[config.mk]
export PLATFORM = sky130hd
export DESIGN_NAME = sdc_cell
export DESIGN_NICKNAME = d
export VERILOG_FILES = /design/src/rtl/core/sdc_pkg.sv /design/src/rtl/core/sdc_cell.sv
export SDC_FILE = /design/constraint.sdc
export NUM_CORES = 1
export LEC_CHECK = 0
export BUFFER_PORTS_ARGS = -buffer_cell sky130_fd_sc_hd__buf_2
export CAP_MARGIN = 20
export CORE_AREA = 5 5 489 491
export CTS_CLUSTER_DIAMETER = 40
export CTS_CLUSTER_SIZE = 24
export DETAILED_ROUTE_END_ITERATION = 6
export DIE_AREA = 0 0 494 496
export GPL_ROUTABILITY_DRIVEN = 1
export GPL_TIMING_DRIVEN = 0
export PLACE_DENSITY = 0.3
export SKIP_LAST_GASP = 1
export SYNTH_ARGS = -nofsm -noshare
export SYNTH_HDL_FRONTEND = slang
export SYNTH_SLANG_ARGS = --single-unit
[constraint.sdc]
create_clock -name clk -period 19.5 [get_ports clk]
set_input_delay 0 -clock clk [delete_from_list [all_inputs] [get_ports clk]]
set_output_delay 0 -clock clk [all_outputs]
set_load 0.05 [all_outputs]
[src/rtl/core/sdc_pkg.sv]
`timescale 1ns / 1ps
// sdc_pkg: shared types, constants and round functions for the differential cascade
// no dependencies
package sdc_pkg;

  localparam int WordW  = 32;
  localparam int NCells = 15;

  typedef logic [WordW-1:0] word_t;

  localparam word_t FirstWordReset = 32'hc5bde324;

  typedef struct packed {
    word_t a, b, c, d, e, f, g, h;
  } sha_state_t;

  // one slot of the round pipeline
  typedef struct packed {
    logic       valid;
    sha_state_t sn;
    sha_state_t sf;
    word_t      cand;
    word_t      acc;
    word_t      wf;
  } pipe_t;

  typedef struct packed {
    word_t round17_difference;
    logic  hit;
    word_t candidate_echo;
  } result_t;

  localparam sha_state_t InitHash = '{
    a: 32'h6a09e667, b: 32'hbb67ae85, c: 32'h3c6ef372, d: 32'ha54ff53a,
    e: 32'h510e527f, f: 32'h9b05688c, g: 32'h1f83d9ab, h: 32'h5be0cd19};

  localparam word_t RoundK [16] = '{
    32'h428a2f98, 32'h71374491, 32'hb5c0fbcf, 32'he9b5dba5,
    32'h3956c25b, 32'h59f111f1, 32'h923f82a4, 32'hab1c5ed5,
    32'hd807aa98, 32'h12835b01, 32'h243185be, 32'h550c7dc3,
    32'h72be5d74, 32'h80deb1fe, 32'h9bdc06a7, 32'hc19bf174};

  function automatic word_t rotr(word_t x, int n);
    return (x >> n) | (x << (WordW - n));
  endfunction

  function automatic word_t small_sigma1(word_t x);
    return rotr(x, 17) ^ rotr(x, 19) ^ (x >> 10);
  endfunction

  // one compression round
  function automatic sha_state_t sha_round(sha_state_t s, word_t w, word_t k);
    word_t s1, ch, t1, s0, mj;
    sha_state_t r;
    s1 = rotr(s.e, 6) ^ rotr(s.e, 11) ^ rotr(s.e, 25);
    ch = (s.e & s.f) ^ (~s.e & s.g);
    t1 = s.h + s1 + ch + k + w;
    s0 = rotr(s.a, 2) ^ rotr(s.a, 13) ^ rotr(s.a, 22);
    mj = (s.a & s.b) ^ (s.a & s.c) ^ (s.b & s.c);
    r.h = s.g; r.g = s.f; r.f = s.e; r.e = s.d + t1;
    r.d = s.c; r.c = s.b; r.b = s.a; r.a = t1 + s0 + mj;
    return r;
  endfunction

endpackage

[src/rtl/core/sdc_cell.sv]
`timescale 1ns / 1ps
// sdc_cell: one round of the normal and faulty states, registered
// depends on sdc_pkg
module sdc_cell #(
  parameter int Idx = 0
) (
  input  logic           clk,
  input  logic           rst,
  input  logic           en,
  input  sdc_pkg::word_t first_word,
  input  sdc_pkg::pipe_t prev,
  output sdc_pkg::pipe_t cur
);
  import sdc_pkg::*;

  sha_state_t sn_next, sf0, sf_next;
  word_t      wn, wf0, delta, acc_next, wf_next;

  // message words of this round
  always_comb begin
    wn  = '0;
    wf0 = '0;
    if (Idx == 0) begin
      wn  = first_word;
      wf0 = first_word + 32'd1;
    end else if (Idx == 1) begin
      wn  = prev.cand;
      wf0 = prev.cand;
    end
  end

  // round on both states, later rounds cancel the e difference
  always_comb begin
    sn_next = sha_round(prev.sn, wn, RoundK[Idx]);
    sf0     = sha_round(prev.sf, wf0, RoundK[Idx]);
    delta   = '0;
    sf_next = sf0;
    if (Idx >= 2) begin
      delta     = sn_next.e - sf0.e;
      sf_next.e = sn_next.e;
      sf_next.a = sf0.a + delta;
    end
    wf_next  = delta;
    acc_next = prev.acc;
    if (Idx == 9)  acc_next = prev.acc + delta;
    if (Idx == 12) acc_next = prev.acc + (sf_next.a - sn_next.a);
  end

  // valid flag and payload
  always_ff @(posedge clk) begin
    if (en) begin
      cur.sn   <= sn_next;
      cur.sf   <= sf_next;
      cur.cand <= prev.cand;
      cur.acc  <= acc_next;
      cur.wf   <= wf_next;
    end
    if (rst) begin
      cur.valid <= 1'b0;
    end else if (en) begin
      cur.valid <= prev.valid;
    end
  end

endmodule

# [Word level (Yosys, flattened, before mapping)]
# Index checks and enable logic that the tools add are counted.
# W data, S select, Z words.
[totals] ff_bits=577 elab_cells=72
[op_classes] addsub=15 bitwise=38
[ops] cell="$xor A32 B32 Y32" count=14
[ops] cell="$add A32 B32 Y32" count=12
[ops] cell="$and A32 B32 Y32" count=10
[ops] cell="$add A32 B31 Y32 const B" count=2
[ops] cell="$not A32 Y32" count=2
[ops] cell="$or A10 B32 Y32" count=2
[ops] cell="$or A19 B32 Y32" count=2
[ops] cell="$or A21 B32 Y32" count=2
[ops] cell="$or A26 B32 Y32" count=2
[ops] cell="$or A30 B32 Y32" count=2
[ops] cell="$or A7 B32 Y32" count=2
[ops] cell="$add A32 B1 Y32 const B" count=1

# [Depth between registers and ports, before layout]
[depth] ltp_word=9 mapped_depth=30 mapped_depth_nobuf=30

# [Worst setup path after synthesis]
# Ideal clock, no wire load.
[synth_path] path_type="in2reg" start="in prev[475] (netlist bit)" end="reg cur[607] (netlist bit), data pin" setup_ns=0.260 arrival_ns=5.939 required_ns=19.240 path_slack_ns=13.301 path_stages=29 path_buffers=0 cell_sequence="xor2_1 xnor2_1 fa_1 inv_1 fa_1 ha_1 ha_1 fa_1 a21o_1 a21oi_2 o21a_1 o21bai_1 a21oi_1 o211a_1 nand2b_1 a21oi_1 xor2_1 fa_1 inv_1 ha_1 a21o_1 a21oi_1 o21ai_0 a41o_1 a21o_1 a22o_1 o21ai_0 o21ai_0 xnor2_1"
[synth_lines] element="from (decl)" line="sdc_cell.sv:11" source="input sdc_pkg::pipe_t prev,"
[synth_lines] element="to (decl)" line="sdc_cell.sv:12" source="output sdc_pkg::pipe_t cur"

==> results by group <==
Status
  • Status: finished clean

Setup path
  • Reg-to-reg setup timing slack: 18350 ps
  • CP Max Fanout: 5
  • Critical path launch point type: input pin
  • Setup crit end kind: register
  • Reg2Reg Depth: 3
  • Reg-to-reg startpoint: cur[608]$_SDFFE_PP0P_
  • Worst Path Required: 20040 ps
  • CP Data Arrival Time: 8850 ps
  • Most frequent CP cell: fa_1
  • R2r endpoint: cur[608]$_SDFFE_PP0P_
  • Crit Path Category: in -> reg
  • CP max stage cell: xor2_1
  • Biggest cell delay along the critical path: 690 ps

Final layout
  • Biggest regs: cur (577)
  • Synth-to-layout area growth: 67.3%
  • Most common cell after layout, fill and taps aside: buf_2
  • Final Net Count: 6213
  • Max reg flops: 577
  • Most frequent cells in the layout: buf_2, dlygate4sd3_1, edfxtp_1
  • Most flops, register: cur
  • Share of cells above drive strength 1: 29.6%
  • Final Non-Filler Cells: 8453
  • # fillers: 25100

Synth
  • Mapped Cells: 2903
  • Ranking of synthesized cells by area: edfxtp_1, fa_1, ha_1, xnor2_1, inv_1
  • Synth warnings: 0
  • #FFs+latches synth: 577
  • Distinct cells, synth: 83
  • Register area share after synthesis: 47.9%
  • EDFF count, synth: 576
  • Synth async-reset ratio: 0%
  • Area leader, netlist: edfxtp_1
  • Post-synth top area share: 47.9%
  • Syn Std Cell Area: 36100 um2
  • Avg Inst Size Synth: 12.5 um2
  • Ys flop type: edfxtp_1

Timing
  • Min Tclk post-route: 8320 ps
  • Fmax achieved: 120 MHz
  • Final Setup Violations: 0
  • TNS Setup: 0 ps
  • Final period util: 42.6%
  • Hold Fails Final Rpt: 0
  • Final setup margin: 11180 ps
  • Pins Over Slew Limit: 0
  • Slew headroom: 33.5%
  • Max Clock Skew: 0 ps
  • Worst Hold Slack: 58.3 ps
  • RSZ-0062 raised after global routing: false
  • Slew @ Worst Pin: 991 ps

Hold path
  • Hold path start: prev[63]
  • Hold path cells: 2
  • WHS Endpoint: cur[63]$_DFFE_PP_
  • Worst hold path class: in -> reg

Pwr
  • P_leak: 26.4 nW
  • Net Sw Frac: 47.7%
  • Pint: 7.32 mW
  • PwrDens: 232 nW/um2
  • Clock power frac: 19.4%
  • VDD IR max: 0.111 mV
  • Comb pwr share: 65.8%
  • Seq pwr share: 14.8%
  • Sw Pwr: 6.69 mW

Detailed routing
  • Residual DRC: 0
  • Total Wirelength: 220000 um
  • Vias: 31800
  • Drt first pass iters: 5
  • Drt initial violations: 1479
  • Wirelength per Cell: 26.0 um
  • Routed Antenna Nets: 0
  • Vias/cell: 3.76

Floorplan
  • I/O pins: 1253
  • Die Ht: 496 um
  • Die area: 245000 um2
  • Starting Density: 15.4%
  • Total core area: 234000 um2
  • Rows: 178
  • Die W: 494 um

Clock network
  • Clk_lat worst skew: 800 ps
  • CTS tree: done
  • PostCTS Resize Cnt: 0
  • Clock root buffer: clkbuf_16
  • Setup Buffers After CTS: 0
  • Clock sink total: 577
  • CTS clk-pin slew, worst paths: 40 ps
  • Total CTS buffers: 155
  • Clock Path Buffers: 3
  • CTS H-tree depth: 4
  • Hold_buf cts: 849

Place
  • Pre-CTS setup slack: 10800 ps
  • Final GP Congestion: 0.821
  • Placed cell count: 7279
  • Hpwl dp: 186000 um
  • Number of port buffers: 1188

GRT
  • Initial antenna violation count: 133
  • Overall routing resource usage: 17.3%
  • Number of global-route vias before repair: 34300
  • Global route overflow: 0
  • Global-route wire length before repair: 290000 um
  • Largest net degree at the start of global routing: 103

Job
  • Max-cap violations: 0
-- worst max-delay path, delay by kind of cell --
kind	cells	cell delay, ps
compound gates	15	3420
fa+ha+maj	7	2880
xor+xnor	4	1550
buf+inv	4	900
simple gates	1	60
-- stage by stage --
stage	utilization, %	power (mW)	cell area (um2)
global placement	19.7	11.0	46100
global route	25.8	15.1	60400
CTS	25.8	14.3	60400
floorplan	-	8.16	36300
finish	25.8	14.0	60500
detailed placement	19.8	10.9	46300
-- metal layers --
metal  track usage [%]  share of wire, %  vias to the layer above
li1                  -                 -                    14700
met1              19.1                38                    15300
met2              31.4                51                     1300
met3              5.70               7.6                      390
met4              5.07               3.0                       80
met5                 0              0.23                        -
-- power groups by stage --
stage                     sequential, mW  combinational (mW)  clock (mW)
after CTS                           2.08                9.39        2.80
final                               2.08                9.21        2.71
after floorplan                     2.86                5.30           0
after detailed placement            2.09                8.84           0
after global routing                2.10                10.2        2.85
after global placement              2.12                8.91           0
-- logic make-up (layout without fill, tap and decap cells) --
kind of cell	after synthesis	count (layout)	synth area share, %
and+or+nand+nor	310	310	4.28
DFF	577	577	47.9
muxes	66	66	1.97
AOI/OAI and AO/OA	583	583	10.5
buffers and inverters	485	2809	5.39
xor gates and xnor gates	439	439	10.7
adders and majority gates	442	442	19.2
other	1	77	0.0104
-- synthesized netlist by cell type (all sizes together) (28+ instances only) --
cell type,n
o21a,40
buf,34
xnor2,285
mux2,42
nor2,103
a21oi,140
o21ai,149
nand2,56
inv,435
o21bai,28
fa,189
xor2,152
edfxtp,576
ha,245
a21o,124
-- how the worst max path moves through the flow --
stage | startpoint | end | depth (start not counted)
global route | prev[460] | cur[607]$_DFFE_PP_ | 31
detailed placement | prev[474] | cur[607]$_DFFE_PP_ | 30
finish | prev[474] | cur[607]$_DFFE_PP_ | 31
floorplan | prev[475] | cur[607]$_DFFE_PP_ | 29
global placement | en | cur[45]$_DFFE_PP_ | 1
CTS | prev[474] | cur[607]$_DFFE_PP_ | 31
-- cell type report --
cell class	instances	area (um2)	area share [%]
Sequential cell	577	17300	28.6
Multi-Input combinational cell	1872	17000	28.1
Timing Repair Buffer	2044	14600	24.2
Tap cell	3150	3940	6.52
Clock buffer	169	3930	6.50
Inverter	435	1630	2.70
Clock inverter	111	1590	2.63
Buffer	50	317	0.524
Antenna cell	45	113	0.186
Power figures use the tool's default switching activity.
