==> src/rtl/core/sdc_pkg.sv <==
`timescale 1ns / 1ps
// sdc_pkg: shared types, constants and round functions for the differential cascade
// no dependencies
package sdc_pkg;

  localparam int WordW  = 32;
  localparam int NCells = 15;

  typedef logic [WordW-1:0] word_t;

  localparam word_t FirstWordReset = 32'hc5bde324;

  typedef struct packed {
    word_t a, b, c, d, e, f, g, h;
  } sha_state_t;

  // one slot of the round pipeline
  typedef struct packed {
    logic       valid;
    sha_state_t sn;
    sha_state_t sf;
    word_t      cand;
    word_t      acc;
    word_t      wf;
  } pipe_t;

  typedef struct packed {
    word_t round17_difference;
    logic  hit;
    word_t candidate_echo;
  } result_t;

  localparam sha_state_t InitHash = '{
    a: 32'h6a09e667, b: 32'hbb67ae85, c: 32'h3c6ef372, d: 32'ha54ff53a,
    e: 32'h510e527f, f: 32'h9b05688c, g: 32'h1f83d9ab, h: 32'h5be0cd19};

  localparam word_t RoundK [16] = '{
    32'h428a2f98, 32'h71374491, 32'hb5c0fbcf, 32'he9b5dba5,
    32'h3956c25b, 32'h59f111f1, 32'h923f82a4, 32'hab1c5ed5,
    32'hd807aa98, 32'h12835b01, 32'h243185be, 32'h550c7dc3,
    32'h72be5d74, 32'h80deb1fe, 32'h9bdc06a7, 32'hc19bf174};

  function automatic word_t rotr(word_t x, int n);
    return (x >> n) | (x << (WordW - n));
  endfunction

  function automatic word_t small_sigma1(word_t x);
    return rotr(x, 17) ^ rotr(x, 19) ^ (x >> 10);
  endfunction

  // one compression round
  function automatic sha_state_t sha_round(sha_state_t s, word_t w, word_t k);
    word_t s1, ch, t1, s0, mj;
    sha_state_t r;
    s1 = rotr(s.e, 6) ^ rotr(s.e, 11) ^ rotr(s.e, 25);
    ch = (s.e & s.f) ^ (~s.e & s.g);
    t1 = s.h + s1 + ch + k + w;
    s0 = rotr(s.a, 2) ^ rotr(s.a, 13) ^ rotr(s.a, 22);
    mj = (s.a & s.b) ^ (s.a & s.c) ^ (s.b & s.c);
    r.h = s.g; r.g = s.f; r.f = s.e; r.e = s.d + t1;
    r.d = s.c; r.c = s.b; r.b = s.a; r.a = t1 + s0 + mj;
    return r;
  endfunction

endpackage

==> src/rtl/core/sdc_if.sv <==


interface sdc_out_if;
  logic             valid;
  logic             ready;
  sdc_pkg::word_t   round17_difference;
  logic             hit;
  sdc_pkg::word_t   candidate_echo;
  modport source (output valid, round17_difference, hit, candidate_echo, input ready);
  modport sink   (input valid, round17_difference, hit, candidate_echo, output ready);
endinterface


==> src/rtl/core/sdc_outbuf.sv <==
`timescale 1ns / 1ps
// sdc_outbuf: two-entry result buffer, finishes the word 16 term
// depends on sdc_pkg, sdc_if
module sdc_outbuf (
  input  logic           clk,
  input  logic           rst,
  input  sdc_pkg::pipe_t last,
  input  logic           en,
  output logic           full,
  sdc_out_if.source      out
);
  import sdc_pkg::*;

  result_t    buf_q [2];
  logic       wr_ptr, rd_ptr;
  logic [1:0] count;
  logic       push, pop;
  result_t    res;
  word_t      diff;

  assign push = en && last.valid;
  assign pop  = out.valid && out.ready;
  assign full = (count == 2'd2);

  // word 16 difference is sigma1 of word 14 offset plus the accumulated word 9 and round 12 terms plus one
  always_comb begin
    diff                   = last.acc + small_sigma1(last.wf) + 32'd1;
    res.round17_difference = diff;
    res.hit                = (diff == '0);
    res.candidate_echo     = last.cand;
  end

  // pointers and fill count
  always_ff @(posedge clk) begin
    if (rst) begin
      wr_ptr <= 1'b0;
      rd_ptr <= 1'b0;
      count  <= 2'd0;
    end else begin
      if (push) wr_ptr <= ~wr_ptr;
      if (pop)  rd_ptr <= ~rd_ptr;
      count <= count + {1'b0, push} - {1'b0, pop};
    end
  end

  // storage
  always_ff @(posedge clk) begin
    if (push) buf_q[wr_ptr] <= res;
  end

  assign out.valid              = (count != 2'd0);
  assign out.round17_difference = buf_q[rd_ptr].round17_difference;
  assign out.hit                = buf_q[rd_ptr].hit;
  assign out.candidate_echo     = buf_q[rd_ptr].candidate_echo;

endmodule

==> src/flat_wrapper.sv <==
// flat-port wrapper written by rule: the top's interface ports become plain ports
module sdc_outbuf_flat import sdc_pkg::*;
  (clk, rst, last, en, full, out_valid, out_round17_difference, out_hit, out_candidate_echo, out_ready);
  sdc_out_if out_i ();
  input  logic clk;
  input  logic rst;
  input  sdc_pkg::pipe_t last;
  input  logic en;
  output logic full;
  output wire logic [$bits(out_i.valid)-1:0] out_valid;
  output wire logic [$bits(out_i.round17_difference)-1:0] out_round17_difference;
  output wire logic [$bits(out_i.hit)-1:0] out_hit;
  output wire logic [$bits(out_i.candidate_echo)-1:0] out_candidate_echo;
  input wire logic [$bits(out_i.ready)-1:0] out_ready;
  assign out_valid = out_i.valid;
  assign out_round17_difference = out_i.round17_difference;
  assign out_hit = out_i.hit;
  assign out_candidate_echo = out_i.candidate_echo;
  assign out_i.ready = out_ready;
  sdc_outbuf u_core (.clk(clk), .rst(rst), .last(last), .en(en), .full(full), .out(out_i));
endmodule
==> config.mk <==
export PLATFORM = sky130hd
export DESIGN_NAME = sdc_outbuf_flat
export DESIGN_NICKNAME = d
export VERILOG_FILES = /design/src/rtl/core/sdc_pkg.sv /design/src/rtl/core/sdc_if.sv /design/src/rtl/core/sdc_outbuf.sv /design/src/flat_wrapper.sv
export SDC_FILE = /design/constraint.sdc
export NUM_CORES = 1
export LEC_CHECK = 0
export ABC_AREA = 1
export BUFFER_PORTS_ARGS = -buffer_cell sky130_fd_sc_hd__buf_2
export CORE_AREA = 2 2 264 266
export DETAILED_ROUTE_END_ITERATION = 6
export DIE_AREA = 0 0 266 268
export PLACE_DENSITY = 0.3
export REMOVE_ABC_BUFFERS = 1
export SLEW_MARGIN = 30
export SYNTH_ARGS = -nofsm -noshare
export SYNTH_HDL_FRONTEND = slang
export SYNTH_SLANG_ARGS = --single-unit
==> constraint.sdc <==
create_clock -name clk -period 4.84 [get_ports clk]
set_input_delay 0.726 -clock clk [delete_from_list [all_inputs] [get_ports clk]]
set_output_delay 0.726 -clock clk [all_outputs]
set_load 0.05 [all_outputs]
## After elaboration in Yosys (flattened, before gate mapping)

Memories as Yosys holds them, arrays and structs flattened. A register that Yosys moved wholly into a read port is not among the register bits.
Cells that the tools add are included.

- Bits in latches: 0
- Output and inout port bits: 67
- Memories kept: 1
- Word-level logic and storage cells: 23
- Input bits: 613
- Memory bits (read-only): 0
- RAM bits: 130
- Register bits: 4

- Mux-type cells: 4
- Add/subtract/negate cells: 4
- Shift operators: 0
- Reduce and logical (&&, ||, !) cells: 4
- Bitwise gates (word level): 6
- $lt $le $gt $ge: 0
- Multiply operators: 0
- Div/mod/pow operators: 0
- Equal/unequal tests: 1

Memories:

| name | depth | bits a word | read ports | clocked after memory_dff | write ports | line | RTL |
|---|---|---|---|---|---|---|---|
| u_core.buf_q | 2 | 65 | 1 | 1 | 1 | sdc_outbuf.sv:14 | `result_t buf_q [2];` |

Operators with widths:

| kind | number |
|---|---|
| $add A32 B1 Y32 const B | 1 |
| $add A32 B32 Y32 | 1 |
| $logic_not A32 Y1 | 1 |
| $or A13 B32 Y32 | 1 |
| $or A15 B32 Y32 | 1 |
| $xor A32 B22 Y32 | 1 |
| $xor A32 B32 Y32 | 1 |
| $mux W1 | 4 |
| $add A2 B1 Y2 | 1 |
| $eq A2 B2 Y1 const B | 1 |
| $logic_and A1 B1 Y1 | 2 |
| $not A1 Y1 | 2 |
| $reduce_bool A2 Y1 | 1 |
| $sub A2 B1 Y2 | 1 |

## Depth between registers and ports, before layout

- Word-level depth: 6
- Depth in mapped cells: 20
- Mapped depth without buffers: 20

## Worst setup path before layout

Ideal clock, no wire load.

- Kind: input to register
- Start point: input en
- End point: memory u_core.buf_q[1][0] in the netlist's numbering, enable pin
- Data required time: 4.350 ns
- Stages on the path: 2
- Setup time: 0.490 ns
- Slack: 0.800 ns
- Path buffers: 0
- Data arrival time: 3.550 ns
- Cells stage by stage: nand2_1 nor2_1

- Longest elaborated chain between the ends: 3

RTL lines:

| what | line | RTL |
|---|---|---|
| start, declared | flat_wrapper.sv:8 | `input logic en;` |
| $logic_and A1 B1 Y1 | sdc_outbuf.sv:21 | `assign push = en && last.valid;` |
| $mux W1 | sdc_outbuf.sv:48 | `if (push) buf_q[wr_ptr] <= res;` |
| $mux W1 (implied by the code) | sdc_outbuf.sv:48 |  |
| end, declared | sdc_outbuf.sv:14 |  |

Every way passes these cells.

==> out/qor.yml <==
status: "finished, final reports clean"
viasPerCell: 3.205
synth_xor_xnor_area_share_pct: 6.598
setup_ws_ns: 1.831
period_needed_ns: 3.009
seq_area_frac_synth_pct: 49.44
antenna_found_initial: 2
timing.final.crit_share_pct: 62.17
postSynthAreaPerCell_um2: 9.449
insertion_delay_ns: 0.45
wl_per_cell_um: 14.71
yosysWarnings: 0
holdCritPathClass: "in2reg"
gp_congestion: 0.8122
worst-setup-path-type: "in2reg"
worstHoldPathCells: 1
grt_max_degree: 47
clock_sinks: 135
endpoint_kind: "flip-flop"
cts_root_buffer: "clkbuf_16"
grtUsageTotal_pct: 8.088
total_power_mw: 4.568
final_util_pct: 15.63
dp.final_hpwl_um: 23840
fin_setup_tns_ns: 0
start_util_pct: 11.87
synth_top_family_by_area: "simple AND/OR/NAND/NOR gates"
die_x_um: 266
final_common_cell: "nand2_1"
synth_mux_area_share_pct: 9.039
die-area_um2: 71290
wirelength_um: 28490
drc_errors: 0
finalSetupViolCount: 0
hold_buffers: 0
syn_to_final_growth_pct: 31.69
start_kind: "input pin"
synth_compound_area_share_pct: 2.379
numCtsBuffers: 17
cts_tree: "built"
synth-simple-area-share_pct: 19.28
final_cell_mix: "nand2_1, buf_2, inv_1"
drtIter0Drc: 306
synth_area_um2: 8098
finalHoldViolations: 0
max_clock_freq_mhz: 332.3
internal-power_mw: 2.656
path_max_fanout: 5
worst_slew_margin_rel_pct: 50.87
grt_pass1_wl_um: 42040
fin_skew_ns: 0.02249
num_antenna_cells: 0
required_ns: 5.12
cts_setup_buffers: 0
grt_pass1_vias: 6480
p_leak_nw: 4.631
core_um2: 68230
cts_max_level: 4
synth_fa_ha_area_share_pct: 5.810
placed_cells_incl_taps: 1904
dr_total_vias: 6209
drive_gt1_share_pct: 28.06
ys_types: 34
post-place-ws_ns: 1.214
path_clk_slew_ns: 0.07
reg2reg_depth: 3
nets: 1692
final_cells: 1937
clkPwrFrac_pct: 27.8
rsz0062_at_grt: "false"
die_h_um: 268
cts_resized: 0
power_switching_mw: 1.912
swShare_pct: 41.85
powerDensity_nw_per_um2: 428.4
io_pins: 680
peakVddDrop_uv: 237.9
pwr-share-comb_pct: 40.6
multiInputGateArea_um2: 3506
io_buffers: 167
cts.path.max_buffers: 2
tightest_slew_ns: 0.7353
rows: 96
slew_violations: 0
p_seq_share_pct: 31.6
ant_nets: 0
dr.pass1.iters: 4
n_fill_cell: 7772
syn-instance-count: 857
ys_seq_elements: 135
seq_area_um2: 4005
cap_violations: 0
grt_overflow: 0
arrival_ns: 3.29
logic make-up (layout without fill, tap and decap cells):
group	after synthesis	count (layout)
and+or+nand+nor	365	365
buffers and inverters	159	357
DFF	135	135
muxes	65	65
xor gates and xnor gates	61	61
adders and majority gates	37	37
AOI/OAI and AO/OA	35	35
cell usage after synthesis (all sizes together):
library cell / instances / area (um2)
ha: 36 / 450.4
inv: 152 / 570.6
nor3: 4 / 36.29
mux2: 65 / 732.0
a21oi: 27 / 142.6
xnor2: 25 / 219.0
a21o: 1 / 7.510
nand3: 30 / 165.2
clkbuf: 2 / 7.510
o21bai: 1 / 7.510
dfxtp: 5 / 100.1
xor2: 36 / 315.3
and2: 2 / 12.51
fa: 1 / 20.02
edfxtp: 130 / 3904
o21a: 2 / 15.01
o21ai: 4 / 20.01
nand2: 246 / 953.4
nor4: 1 / 6.260
nand3b: 13 / 97.59
nand4: 7 / 43.79
nor3b: 1 / 7.510
or2: 1 / 6.260
nor2: 60 / 232.7
buf: 5 / 25.02
critical path, stage by stage:
cell and delay [ns]:
buf_2 0.14, xnor2_1 0.36, xor2_1 0.17, inv_1 0.05, ha_1 0.41, nand2_1 0.15, nor2_1 0.17, inv_1 0.10
nor3_4 0.17, nand3_1 0.13, nand3_1 0.10, nand2_1 0.05, nand2_1 0.17, nand2_1 0.07, nor2_1 0.09, nand3_1 0.07
nor2_1 0.15
layer usage:
layer	routed length (um)	GRT usage (%)	share of wire [%]	vias up
met3	879	1.567	3.1	18
met2	14850	14.56	52	111
met5	13	0	0.046	-
li1	-	-	-	3132
met4	268	2.232	0.94	2
met1	12480	9.784	44	2946
cell type report:
cell class / count / area share, %
Sequential cell: 135 / 37.56
Multi-Input combinational cell: 563 / 32.88
Tap cell: 882 / 10.35
Timing Repair Buffer: 173 / 8.565
Inverter: 152 / 5.350
Clock buffer: 18 / 4.024
Clock inverter: 14 / 1.279
per-stage QoR:
step,hold WS [ns],cell area [um2]
after CTS,0.4187,10640
after detailed placement,0.4714,10070
after global routing,0.4256,10660
after global placement,0.4694,10070
after floorplan,0.4544,8065
final,0.4485,10660
registers in the layout, summed over array words and instances (netlist names), named ones only:
name and cells:
u_core.count 2, u_core.rd_ptr 1, u_core.buf_q 130, u_core.wr_ptr 1
power groups by stage:
stage	Sequential [mW]	Clock (mW)	Combinational, mW
floorplan	1.49	0	1.27
global placement	1.47	0	1.91
detailed placement	1.47	0	1.90
CTS	1.45	1.33	1.91
global route	1.45	1.38	2.04
finish	1.44	1.27	1.85
path summary, 6_finish.rpt:
| check | startpoint | end | slack (ns) |
|---|---|---|---|
| worst max register to register | u_core.wr_ptr | u_core.buf_q[1][35] | 3.00 |
| worst min register to register | u_core.rd_ptr | u_core.rd_ptr | 0.49 |
| worst min-delay path | last[79] | u_core.buf_q[1][15] | 0.45 |
| worst max-delay path | last[30] | u_core.buf_q[0][32] | 1.83 |
(Power assumes the default switching activity.)
